===== config.mk =====
export PLATFORM = sky130hd
export DESIGN_NAME = tile_word_size_class_packer
export DESIGN_NICKNAME = d
export VERILOG_FILES = /design/src/design/twpk_pkg.sv /design/src/design/twpk_front.sv /design/src/design/twpk_queue.sv /design/src/design/twpk_back.sv /design/src/design/tile_word_size_class_packer.sv
export SDC_FILE = /design/constraint.sdc
export NUM_CORES = 1
export LEC_CHECK = 0
export BUFFER_PORTS_ARGS = -buffer_cell sky130_fd_sc_hd__clkbuf_2
export CELL_PAD_IN_SITES_DETAIL_PLACEMENT = 0
export CELL_PAD_IN_SITES_GLOBAL_PLACEMENT = 1
export CORE_ASPECT_RATIO = 0.7
export CORE_MARGIN = 2
export CORE_UTILIZATION = 55
export CTS_CLUSTER_SIZE = 25
export DETAILED_ROUTE_END_ITERATION = 10
export PLACE_DENSITY = 0.84
export SETUP_SLACK_MARGIN = 0.5
export SLEW_MARGIN = 20
export SYNTH_ARGS = -nofsm -noshare
export SYNTH_HDL_FRONTEND = slang
export SYNTH_SLANG_ARGS = --single-unit

===== constraint.sdc =====
create_clock -name clk -period 11.9 [get_ports clk]
set_clock_uncertainty 0.1 [all_clocks]
set_input_delay 1.785 -clock clk [delete_from_list [all_inputs] [get_ports clk]]
set_output_delay 1.785 -clock clk [all_outputs]
set_load 0.01 [all_outputs]

===== src/design/twpk_pkg.sv =====
// Shared types, codes and the compress type lookup for the tile word packer.
package twpk_pkg;

	// class codes as they land in the header
	typedef enum logic [1:0] {
		CLS_BYTE = 2'd0,
		CLS_HALF = 2'd1,
		CLS_WORD = 2'd2,
		CLS_ZERO = 2'd3
	} class_t;

	// result kinds on the output tuser
	localparam logic [1:0] KIND_BYTE    = 2'd0;
	localparam logic [1:0] KIND_HALF    = 2'd1;
	localparam logic [1:0] KIND_WORD    = 2'd2;
	localparam logic [1:0] KIND_SUMMARY = 2'd3;

	localparam int unsigned WORDS_PER_TILE = 8;

	// one queue entry: an optional payload beat and an optional summary beat
	typedef struct packed {
		logic        has_pl;
		logic [1:0]  pl_kind;
		logic [31:0] pl_data;
		logic        has_sum;
		logic [15:0] header;
		logic [2:0]  ctype;
		logic [5:0]  bytes;
		logic        blank;
		logic        words_only;
	} entry_t;

	typedef struct packed {
		logic full;
		logic empty;
	} q_status_t;

	// halfword parity and byte count mod 4 select the type; odd parity with
	// two bytes falls back to type 0
	function automatic logic [2:0] compress_type(input logic h, input logic [1:0] b);
		logic [2:0] t;
		unique case ({h, b})
			3'b000:  t = 3'd0;
			3'b001:  t = 3'd1;
			3'b010:  t = 3'd2;
			3'b011:  t = 3'd3;
			3'b100:  t = 3'd4;
			3'b101:  t = 3'd5;
			3'b110:  t = 3'd0;
			3'b111:  t = 3'd6;
			default: t = 3'd0;
		endcase
		return t;
	endfunction

endpackage


===== src/design/twpk_front.sv =====
// Front end: classifies each tile word, keeps per-tile totals, builds queue entries.
module twpk_front (
	input  logic                 clk,
	input  logic                 arst_n,
	input  logic                 accept,
	input  logic [31:0]          tile_word,
	input  logic                 right_side,
	output logic                 push,
	output twpk_pkg::entry_t     push_entry
);
	import twpk_pkg::*;

	logic [2:0]  pos_q;
	logic [15:0] acc_q;
	logic [1:0]  bcnt_q;
	logic        hpar_q;
	logic [5:0]  size_q;
	logic        allz_q;
	logic        nosmall_q;

	class_t      cls;
	logic [31:0] pl_val;
	logic [2:0]  slot;
	logic [15:0] acc_n;
	logic [1:0]  bcnt_n;
	logic        hpar_n;
	logic [5:0]  size_n;
	logic        allz_n;
	logic        nosmall_n;
	logic        tile_end;

	always_comb begin
		cls       = CLS_WORD;
		pl_val    = tile_word;
		bcnt_n    = bcnt_q;
		hpar_n    = hpar_q;
		size_n    = size_q;
		allz_n    = allz_q;
		nosmall_n = nosmall_q;
		priority if (tile_word == 32'd0) begin
			cls    = CLS_ZERO;
			pl_val = 32'd0;
		end else if ((tile_word & (right_side ? 32'hffffff00 : 32'h00ffffff)) == 32'd0) begin
			cls       = CLS_BYTE;
			pl_val    = right_side ? {24'd0, tile_word[7:0]} : {24'd0, tile_word[31:24]};
			bcnt_n    = bcnt_q + 2'd1;
			size_n    = size_q + 6'd1;
			allz_n    = 1'b0;
			nosmall_n = 1'b0;
		end else if ((tile_word & (right_side ? 32'hffff0000 : 32'h0000ffff)) == 32'd0) begin
			cls       = CLS_HALF;
			pl_val    = right_side ? {16'd0, tile_word[15:0]} : {16'd0, tile_word[31:16]};
			hpar_n    = ~hpar_q;
			size_n    = size_q + 6'd2;
			allz_n    = 1'b0;
			nosmall_n = 1'b0;
		end else begin
			size_n = size_q + 6'd4;
			allz_n = 1'b0;
		end
		// first word goes to bits 15:14
		slot  = 3'(WORDS_PER_TILE - 1) - pos_q;
		acc_n = acc_q | (16'(cls) << {slot, 1'b0});
	end

	assign tile_end = (pos_q == 3'(WORDS_PER_TILE - 1));

	always_comb begin
		push_entry.has_pl     = (cls != CLS_ZERO);
		push_entry.pl_kind    = cls;
		push_entry.pl_data    = pl_val;
		push_entry.has_sum    = tile_end;
		push_entry.header     = acc_n;
		push_entry.ctype      = compress_type(hpar_n, bcnt_n);
		push_entry.bytes      = size_n;
		push_entry.blank      = allz_n;
		push_entry.words_only = nosmall_n;
		push = accept && (push_entry.has_pl || push_entry.has_sum);
	end

	always_ff @(posedge clk or negedge arst_n) begin
		if (!arst_n) begin
			pos_q     <= 3'd0;
			acc_q     <= 16'd0;
			bcnt_q    <= 2'd0;
			hpar_q    <= 1'b1;
			size_q    <= 6'd0;
			allz_q    <= 1'b1;
			nosmall_q <= 1'b1;
		end else if (accept) begin
			if (tile_end) begin
				pos_q     <= 3'd0;
				acc_q     <= 16'd0;
				bcnt_q    <= 2'd0;
				hpar_q    <= 1'b1;
				size_q    <= 6'd0;
				allz_q    <= 1'b1;
				nosmall_q <= 1'b1;
			end else begin
				pos_q     <= pos_q + 3'd1;
				acc_q     <= acc_n;
				bcnt_q    <= bcnt_n;
				hpar_q    <= hpar_n;
				size_q    <= size_n;
				allz_q    <= allz_n;
				nosmall_q <= nosmall_n;
			end
		end
	end

endmodule


===== src/design/twpk_queue.sv =====
// Short entry queue between the classifier and the output sequencer.
module twpk_queue #(
	parameter int unsigned DEPTH = 4
) (
	input  logic                 clk,
	input  logic                 arst_n,
	input  logic                 push,
	input  twpk_pkg::entry_t     push_entry,
	input  logic                 pop,
	output twpk_pkg::entry_t     head,
	output twpk_pkg::q_status_t  status
);
	import twpk_pkg::*;

	localparam int unsigned PW = (DEPTH > 1) ? $clog2(DEPTH) : 1;
	localparam int unsigned CW = $clog2(DEPTH + 1);

	entry_t          mem_q [DEPTH];
	logic [PW-1:0]   wr_q;
	logic [PW-1:0]   rd_q;
	logic [CW-1:0]   cnt_q;
	logic            do_push;
	logic            do_pop;

	assign status.full  = (cnt_q == CW'(DEPTH));
	assign status.empty = (cnt_q == '0);
	assign do_push      = push && !status.full;
	assign do_pop       = pop && !status.empty;
	assign head         = mem_q[rd_q];

	always_ff @(posedge clk) begin
		if (do_push) begin
			mem_q[wr_q] <= push_entry;
		end
	end

	always_ff @(posedge clk or negedge arst_n) begin
		if (!arst_n) begin
			wr_q  <= '0;
			rd_q  <= '0;
			cnt_q <= '0;
		end else begin
			if (do_push) begin
				wr_q <= (wr_q == PW'(DEPTH - 1)) ? '0 : wr_q + PW'(1);
			end
			if (do_pop) begin
				rd_q <= (rd_q == PW'(DEPTH - 1)) ? '0 : rd_q + PW'(1);
			end
			unique case ({do_push, do_pop})
				2'b10:   cnt_q <= cnt_q + CW'(1);
				2'b01:   cnt_q <= cnt_q - CW'(1);
				default: cnt_q <= cnt_q;
			endcase
		end
	end

endmodule


===== src/design/twpk_back.sv =====
// Back end: splits each entry into its payload beat and summary beat, output register.
module twpk_back (
	input  logic                 clk,
	input  logic                 arst_n,
	input  twpk_pkg::entry_t     head,
	input  twpk_pkg::q_status_t  status,
	output logic                 pop,
	output logic                 out_valid,
	input  logic                 out_ready,
	output logic [1:0]           out_kind,
	output logic [31:0]          out_payload,
	output logic [15:0]          out_header,
	output logic [2:0]           out_ctype,
	output logic [5:0]           out_bytes,
	output logic                 out_blank,
	output logic                 out_words_only,
	output logic                 out_last
);
	import twpk_pkg::*;

	logic valid_q;
	logic pl_done_q;
	logic load;
	logic emit_pl;

	assign load    = !status.empty && (!valid_q || out_ready);
	assign emit_pl = head.has_pl && !pl_done_q;
	// entry leaves once its final beat is loaded
	assign pop     = load && !(emit_pl && head.has_sum);

	always_ff @(posedge clk or negedge arst_n) begin
		if (!arst_n) begin
			valid_q   <= 1'b0;
			pl_done_q <= 1'b0;
		end else begin
			if (load) begin
				valid_q   <= 1'b1;
				pl_done_q <= emit_pl && head.has_sum;
			end else if (out_ready) begin
				valid_q <= 1'b0;
			end
		end
	end

	always_ff @(posedge clk) begin
		if (load) begin
			if (emit_pl) begin
				out_kind       <= head.pl_kind;
				out_payload    <= head.pl_data;
				out_header     <= 16'd0;
				out_ctype      <= 3'd0;
				out_bytes      <= 6'd0;
				out_blank      <= 1'b0;
				out_words_only <= 1'b0;
				out_last       <= 1'b0;
			end else begin
				out_kind       <= KIND_SUMMARY;
				out_payload    <= 32'd0;
				out_header     <= head.header;
				out_ctype      <= head.ctype;
				out_bytes      <= head.bytes;
				out_blank      <= head.blank;
				out_words_only <= head.words_only;
				out_last       <= 1'b1;
			end
		end
	end

	assign out_valid = valid_q;

endmodule


===== src/design/tile_word_size_class_packer.sv =====
// Top level of the tile word size-class packer: classifier, queue, output sequencer.
//
//  channel  | dir | tdata                                   | tuser       | tlast
//  s_axis   | in  | tile_word[31:0]                         | right_side  | -
//  m_axis   | out | payload, header, ctype, bytes, flags    | kind[1:0]   | summary
//
// One tile word is taken per cycle while the queue has room; each entry yields
// one or two output beats, one per cycle while m_axis_tready is high; the eighth
// word adds the summary beat. The output register issues at most one beat per cycle.
// Reset clears the tile totals, queue pointers and output valid; no clearing pass.
// A stalled output fills the queue (QUEUE_DEPTH entries) before s_axis_tready drops.
module tile_word_size_class_packer #(
	parameter int unsigned QUEUE_DEPTH = 4
) (
	input  logic        clk,
	input  logic        arst_n,
	input  logic        s_axis_tvalid,
	output logic        s_axis_tready,
	input  logic [31:0] s_axis_tdata,   // [31:0] tile_word
	input  logic        s_axis_tuser,   // [0] right_side
	output logic        m_axis_tvalid,
	input  logic        m_axis_tready,
	// [31:0] payload, [47:32] header_codes, [50:48] compress_type,
	// [56:51] payload_bytes, [57] blank, [58] words_only, [63:59] zero
	output logic [63:0] m_axis_tdata,
	output logic [1:0]  m_axis_tuser,   // [1:0] kind
	output logic        m_axis_tlast
);
	import twpk_pkg::*;

	logic        accept;
	logic        push;
	logic        pop;
	entry_t      push_entry;
	entry_t      head;
	q_status_t   q_stat;
	logic [31:0] o_payload;
	logic [15:0] o_header;
	logic [2:0]  o_ctype;
	logic [5:0]  o_bytes;
	logic        o_blank;
	logic        o_words_only;

	assign s_axis_tready = !q_stat.full;
	assign accept        = s_axis_tvalid && s_axis_tready;

	twpk_front u_front (
		.clk        (clk),
		.arst_n     (arst_n),
		.accept     (accept),
		.tile_word  (s_axis_tdata),
		.right_side (s_axis_tuser),
		.push       (push),
		.push_entry (push_entry)
	);

	twpk_queue #(
		.DEPTH (QUEUE_DEPTH)
	) u_queue (
		.clk        (clk),
		.arst_n     (arst_n),
		.push       (push),
		.push_entry (push_entry),
		.pop        (pop),
		.head       (head),
		.status     (q_stat)
	);

	twpk_back u_back (
		.clk            (clk),
		.arst_n         (arst_n),
		.head           (head),
		.status         (q_stat),
		.pop            (pop),
		.out_valid      (m_axis_tvalid),
		.out_ready      (m_axis_tready),
		.out_kind       (m_axis_tuser),
		.out_payload    (o_payload),
		.out_header     (o_header),
		.out_ctype      (o_ctype),
		.out_bytes      (o_bytes),
		.out_blank      (o_blank),
		.out_words_only (o_words_only),
		.out_last       (m_axis_tlast)
	);

	assign m_axis_tdata = {5'd0, o_words_only, o_blank, o_bytes, o_ctype, o_header, o_payload};

`ifndef ASSERT_OFF
	// a summary beat and tlast go together
	a_last_is_summary: assert property (@(posedge clk) disable iff (!arst_n)
		m_axis_tvalid |-> (m_axis_tlast == (m_axis_tuser == KIND_SUMMARY)))
		else $error("tlast does not match summary kind");

	// a blank tile has all ZERO class codes and no payload bytes
	a_blank_summary: assert property (@(posedge clk) disable iff (!arst_n)
		(m_axis_tvalid && m_axis_tlast && o_blank) |-> (o_header == 16'hffff && o_bytes == 6'd0))
		else $error("blank summary with payload");

	// a push into a full queue would drop an entry
	a_no_push_full: assert property (@(posedge clk) disable iff (!arst_n)
		q_stat.full |-> !push)
		else $error("queue overflow");

	// popping needs a head entry
	a_no_pop_empty: assert property (@(posedge clk) disable iff (!arst_n)
		pop |-> !q_stat.empty)
		else $error("queue underflow");
`endif

endmodule

==> run metrics <==
most frequent cells after synthesis edfxtp_1 (314), mux4_2 (63), and2_1 (45); WP depth 12; Worst Path Max Fanout 12; WHS Path Cells 2; max-cap violations 0; dpl cells 1,212; TritonCTS Buffers 31; period utilization 38.87%; # port buffers 100; achievable frequency 0.2162 GHz; Area growth, synth to finish 13.63%; Sw Pwr 1.176 mW; hold_buf cts 0; Post-synth top flop edfxtp_1; mapped cell area 14,330 sq um; design area 16,290 sq um; Worst Path Buf+Inv 3; Final Hold Fails 0; reg2reg path depth 6; post-synthesis sequential area ratio 72.62%; WP data required 12,280 ps; via/cell ratio 5.894; synth unique cells 65; Sw Share 28.47%; CP Class input pin to flop; global-route wire length before repair 43,860 um; boundary pin count 106; Synth area leader edfxtp_1; Final setup violation count 0; Yosys top cell area share 65.78%; Overflow after GRT 0; CP arrival 5010 ps; Post-synth EDFFs 314; Pint 2.954 mW; Synth area leaders edfxtp_1 (66%), mux4_2 (9.9%), dfrtp_1 (6.3%); Top Family by Delay on Critical Path simple AND/OR/NAND/NOR gates; Synth Instances 817; status complete, no violations; Max rail drop VDD 0.1865 mV; height of the chip 139.1 um; unrepaired setup endpoints after global routing no; count leader, synth edfxtp_1; CP endpoint kind flop; Tmin final 4625 ps; CP Launch Type input pin; clock power share 27.0%; Non-Filler Instances 1,270; number of global-route vias before repair 7,467; Routed Antenna Nets 0; Total Routing Usage GR 21.18%; WL final 28,250 um; clock sink count 353; worst hold path type flop to flop; dpl cell area 15,120 sq um; count of nets after finishing 963; H-tree depth 1; slew margin rel. 33.85%; hpwl dp 16,900 um; Layout fillers 1,766; largest net degree at the start of global routing 65; slowest CP cell nor4_1; CTS Root Cell clkbuf_16; Initial Util 55.93%; ratio of cells with drive above 1 in the final layout 27.69%; Worst path max stage delay 600 ps; Power, Total 4.130 mW; CTS tree yes; DRT Pass-1 Iters 7; Avg Cell Area, Syn 17.54 sq um; pwr dens 253.6 nW/um^2; initial antenna violation count 0; Async SR Flop Fraction 11.05%; Rows 49; #FFs+latches synth 353; Worst-path clk slew 70 ps; synth warn 0; Placer Congestion 0.8950; Setup Fix Bufs, Post-CTS 0; Tightest Pin Transition 989.8 ps; DRC 0; DIE AREA 27,390 sq um; Via Count 7,486; worst-path cell chain clkbuf_2 > nor4_1 > nand4_1 > nor3_4 > a21oi_1 > inv_1 > ha_1 > inv_1 > fa_1 > xor2_1 > nor2_1 > xor2_1; Die X 197.0 um; Fin Setup TNS 0 ps; Comb pwr share 25.9%; routed wirelength normalized by instance count 22.24 um; cts repair resizes 0; core region area 25,630 sq um; Skew-Pair Late Insertion Delay 580 ps; Leak 5.812 nW; sequential share of power 47.1%; 1st-iter DRT viols 698; antenna fix cells 0; Slew Viols, Final 0; Max clock buf depth 3
-- sequential cells by signal (all words and copies together) (netlist names), 6 cells and up --
register / count
u_back.out_bytes: 6
u_queue.mem_q: 252
u_back.out_payload: 32
u_front.size_q: 6
u_front.acc_q: 16
u_back.out_header: 16
-- worst register-to-register path: stages (launching register included) --
cell	delay, ps
dfrtp_1	840
ha_1	270
ha_1	480
inv_1	300
a21oi_1	440
and2_2	630
buf_4	670
-- layer usage --
metal | part of all wire, % | vias up | wire [um] | global-route usage [%]
met5 | 0 | - | 0 | 0
met4 | 1.6 | 0 | 457 | 4.472
met3 | 5.6 | 29 | 1582 | 3.526
met2 | 44 | 236 | 12490 | 31.13
met1 | 49 | 3838 | 13720 | 33.85
li1 | - | 3383 | - | -
-- placed cells by master (no fill, tap or decap), types with 8 or more instances in the layout --
cell type / netlist / final
o22a_1: 10 / 10
a21oi_1: 27 / 26
edfxtp_1: 314 / 314
nor2b_1: 44 / 44
inv_1: 14 / 14
nor2_1: 44 / 44
clkbuf_16: 0 / 31
buf_4: 10 / 10
a31o_2: 8 / 8
bufinv_16: 0 / 8
a31oi_1: 9 / 9
clkbuf_2: 0 / 99
mux4_2: 63 / 63
dfrtp_1: 36 / 34
nand2_1: 25 / 25
ha_1: 11 / 11
and2_1: 45 / 41
o21ai_0: 13 / 13
-- kinds of logic after synthesis --
kind of cell	Yosys count	share of synthesized area (%)
multiplexers	71	10.48
AND/OR/NAND/NOR	197	7.638
buffers and inverters	65	2.104
other	1	0.02616
flip-flops	353	72.62
AO/OA/AOI/OAI	110	5.543
XOR/XNOR	8	0.4888
adder cells (fa/ha/maj)	12	1.100
-- final timing paths --
check	start	end	slack, ps
max in group asynchronous	arst_n	u_queue.rd_q[0]$_DFFE_PN0P_	9760
min reg2reg	u_front.nosmall_q$_DFFE_PN1N_	u_front.nosmall_q$_DFFE_PN1N_	380
max reg2reg	u_front.pos_q[1]$_DFFE_PN0N_	u_queue.mem_q[1][53]$_DFFE_PP_	7750
min in group asynchronous	arst_n	u_back.out_valid$_DFFE_PN0P_	1250
min	u_front.nosmall_q$_DFFE_PN1N_	u_front.nosmall_q$_DFFE_PN1N_	380
max	s_axis_tdata[9]	u_queue.cnt_q[2]$_DFFE_PN0P_	7270
-- power groups by stage --
stage	registers, mW	logic, mW	clock network (mW)
after floorplan	1.95	0.740	0
after global placement	1.96	1.08	0
after detailed placement	1.97	1.08	0
after CTS	1.95	1.09	1.14
after global routing	1.98	1.18	1.19
final	1.94	1.07	1.11
-- layout make-up --
cell class	instances	area, sq um	area share (%)
flip-flops and latches	353	10410	63.94
repair buffers	110	575.6	3.534
inverters	15	56.30	0.3457
clock buffers	43	880.8	5.408
well taps	331	414.1	2.543
clock inverters	15	277.8	1.705
multi-input cells	403	3669	22.52
-- stage by stage --
stage	utilization [%]	setup WS (ps)	hold WS [ps]
6_report	63.55	7275	378.2
5_1_grt	63.55	7026	396.0
4_1_cts	63.51	7371	379.0
3_5_place_dp	58.99	6783	368.1
3_3_place_gp	58.99	6892	368.8
2_1_floorplan	-	5174	354.3
Note: power is estimated with default switching activity, not from simulation.
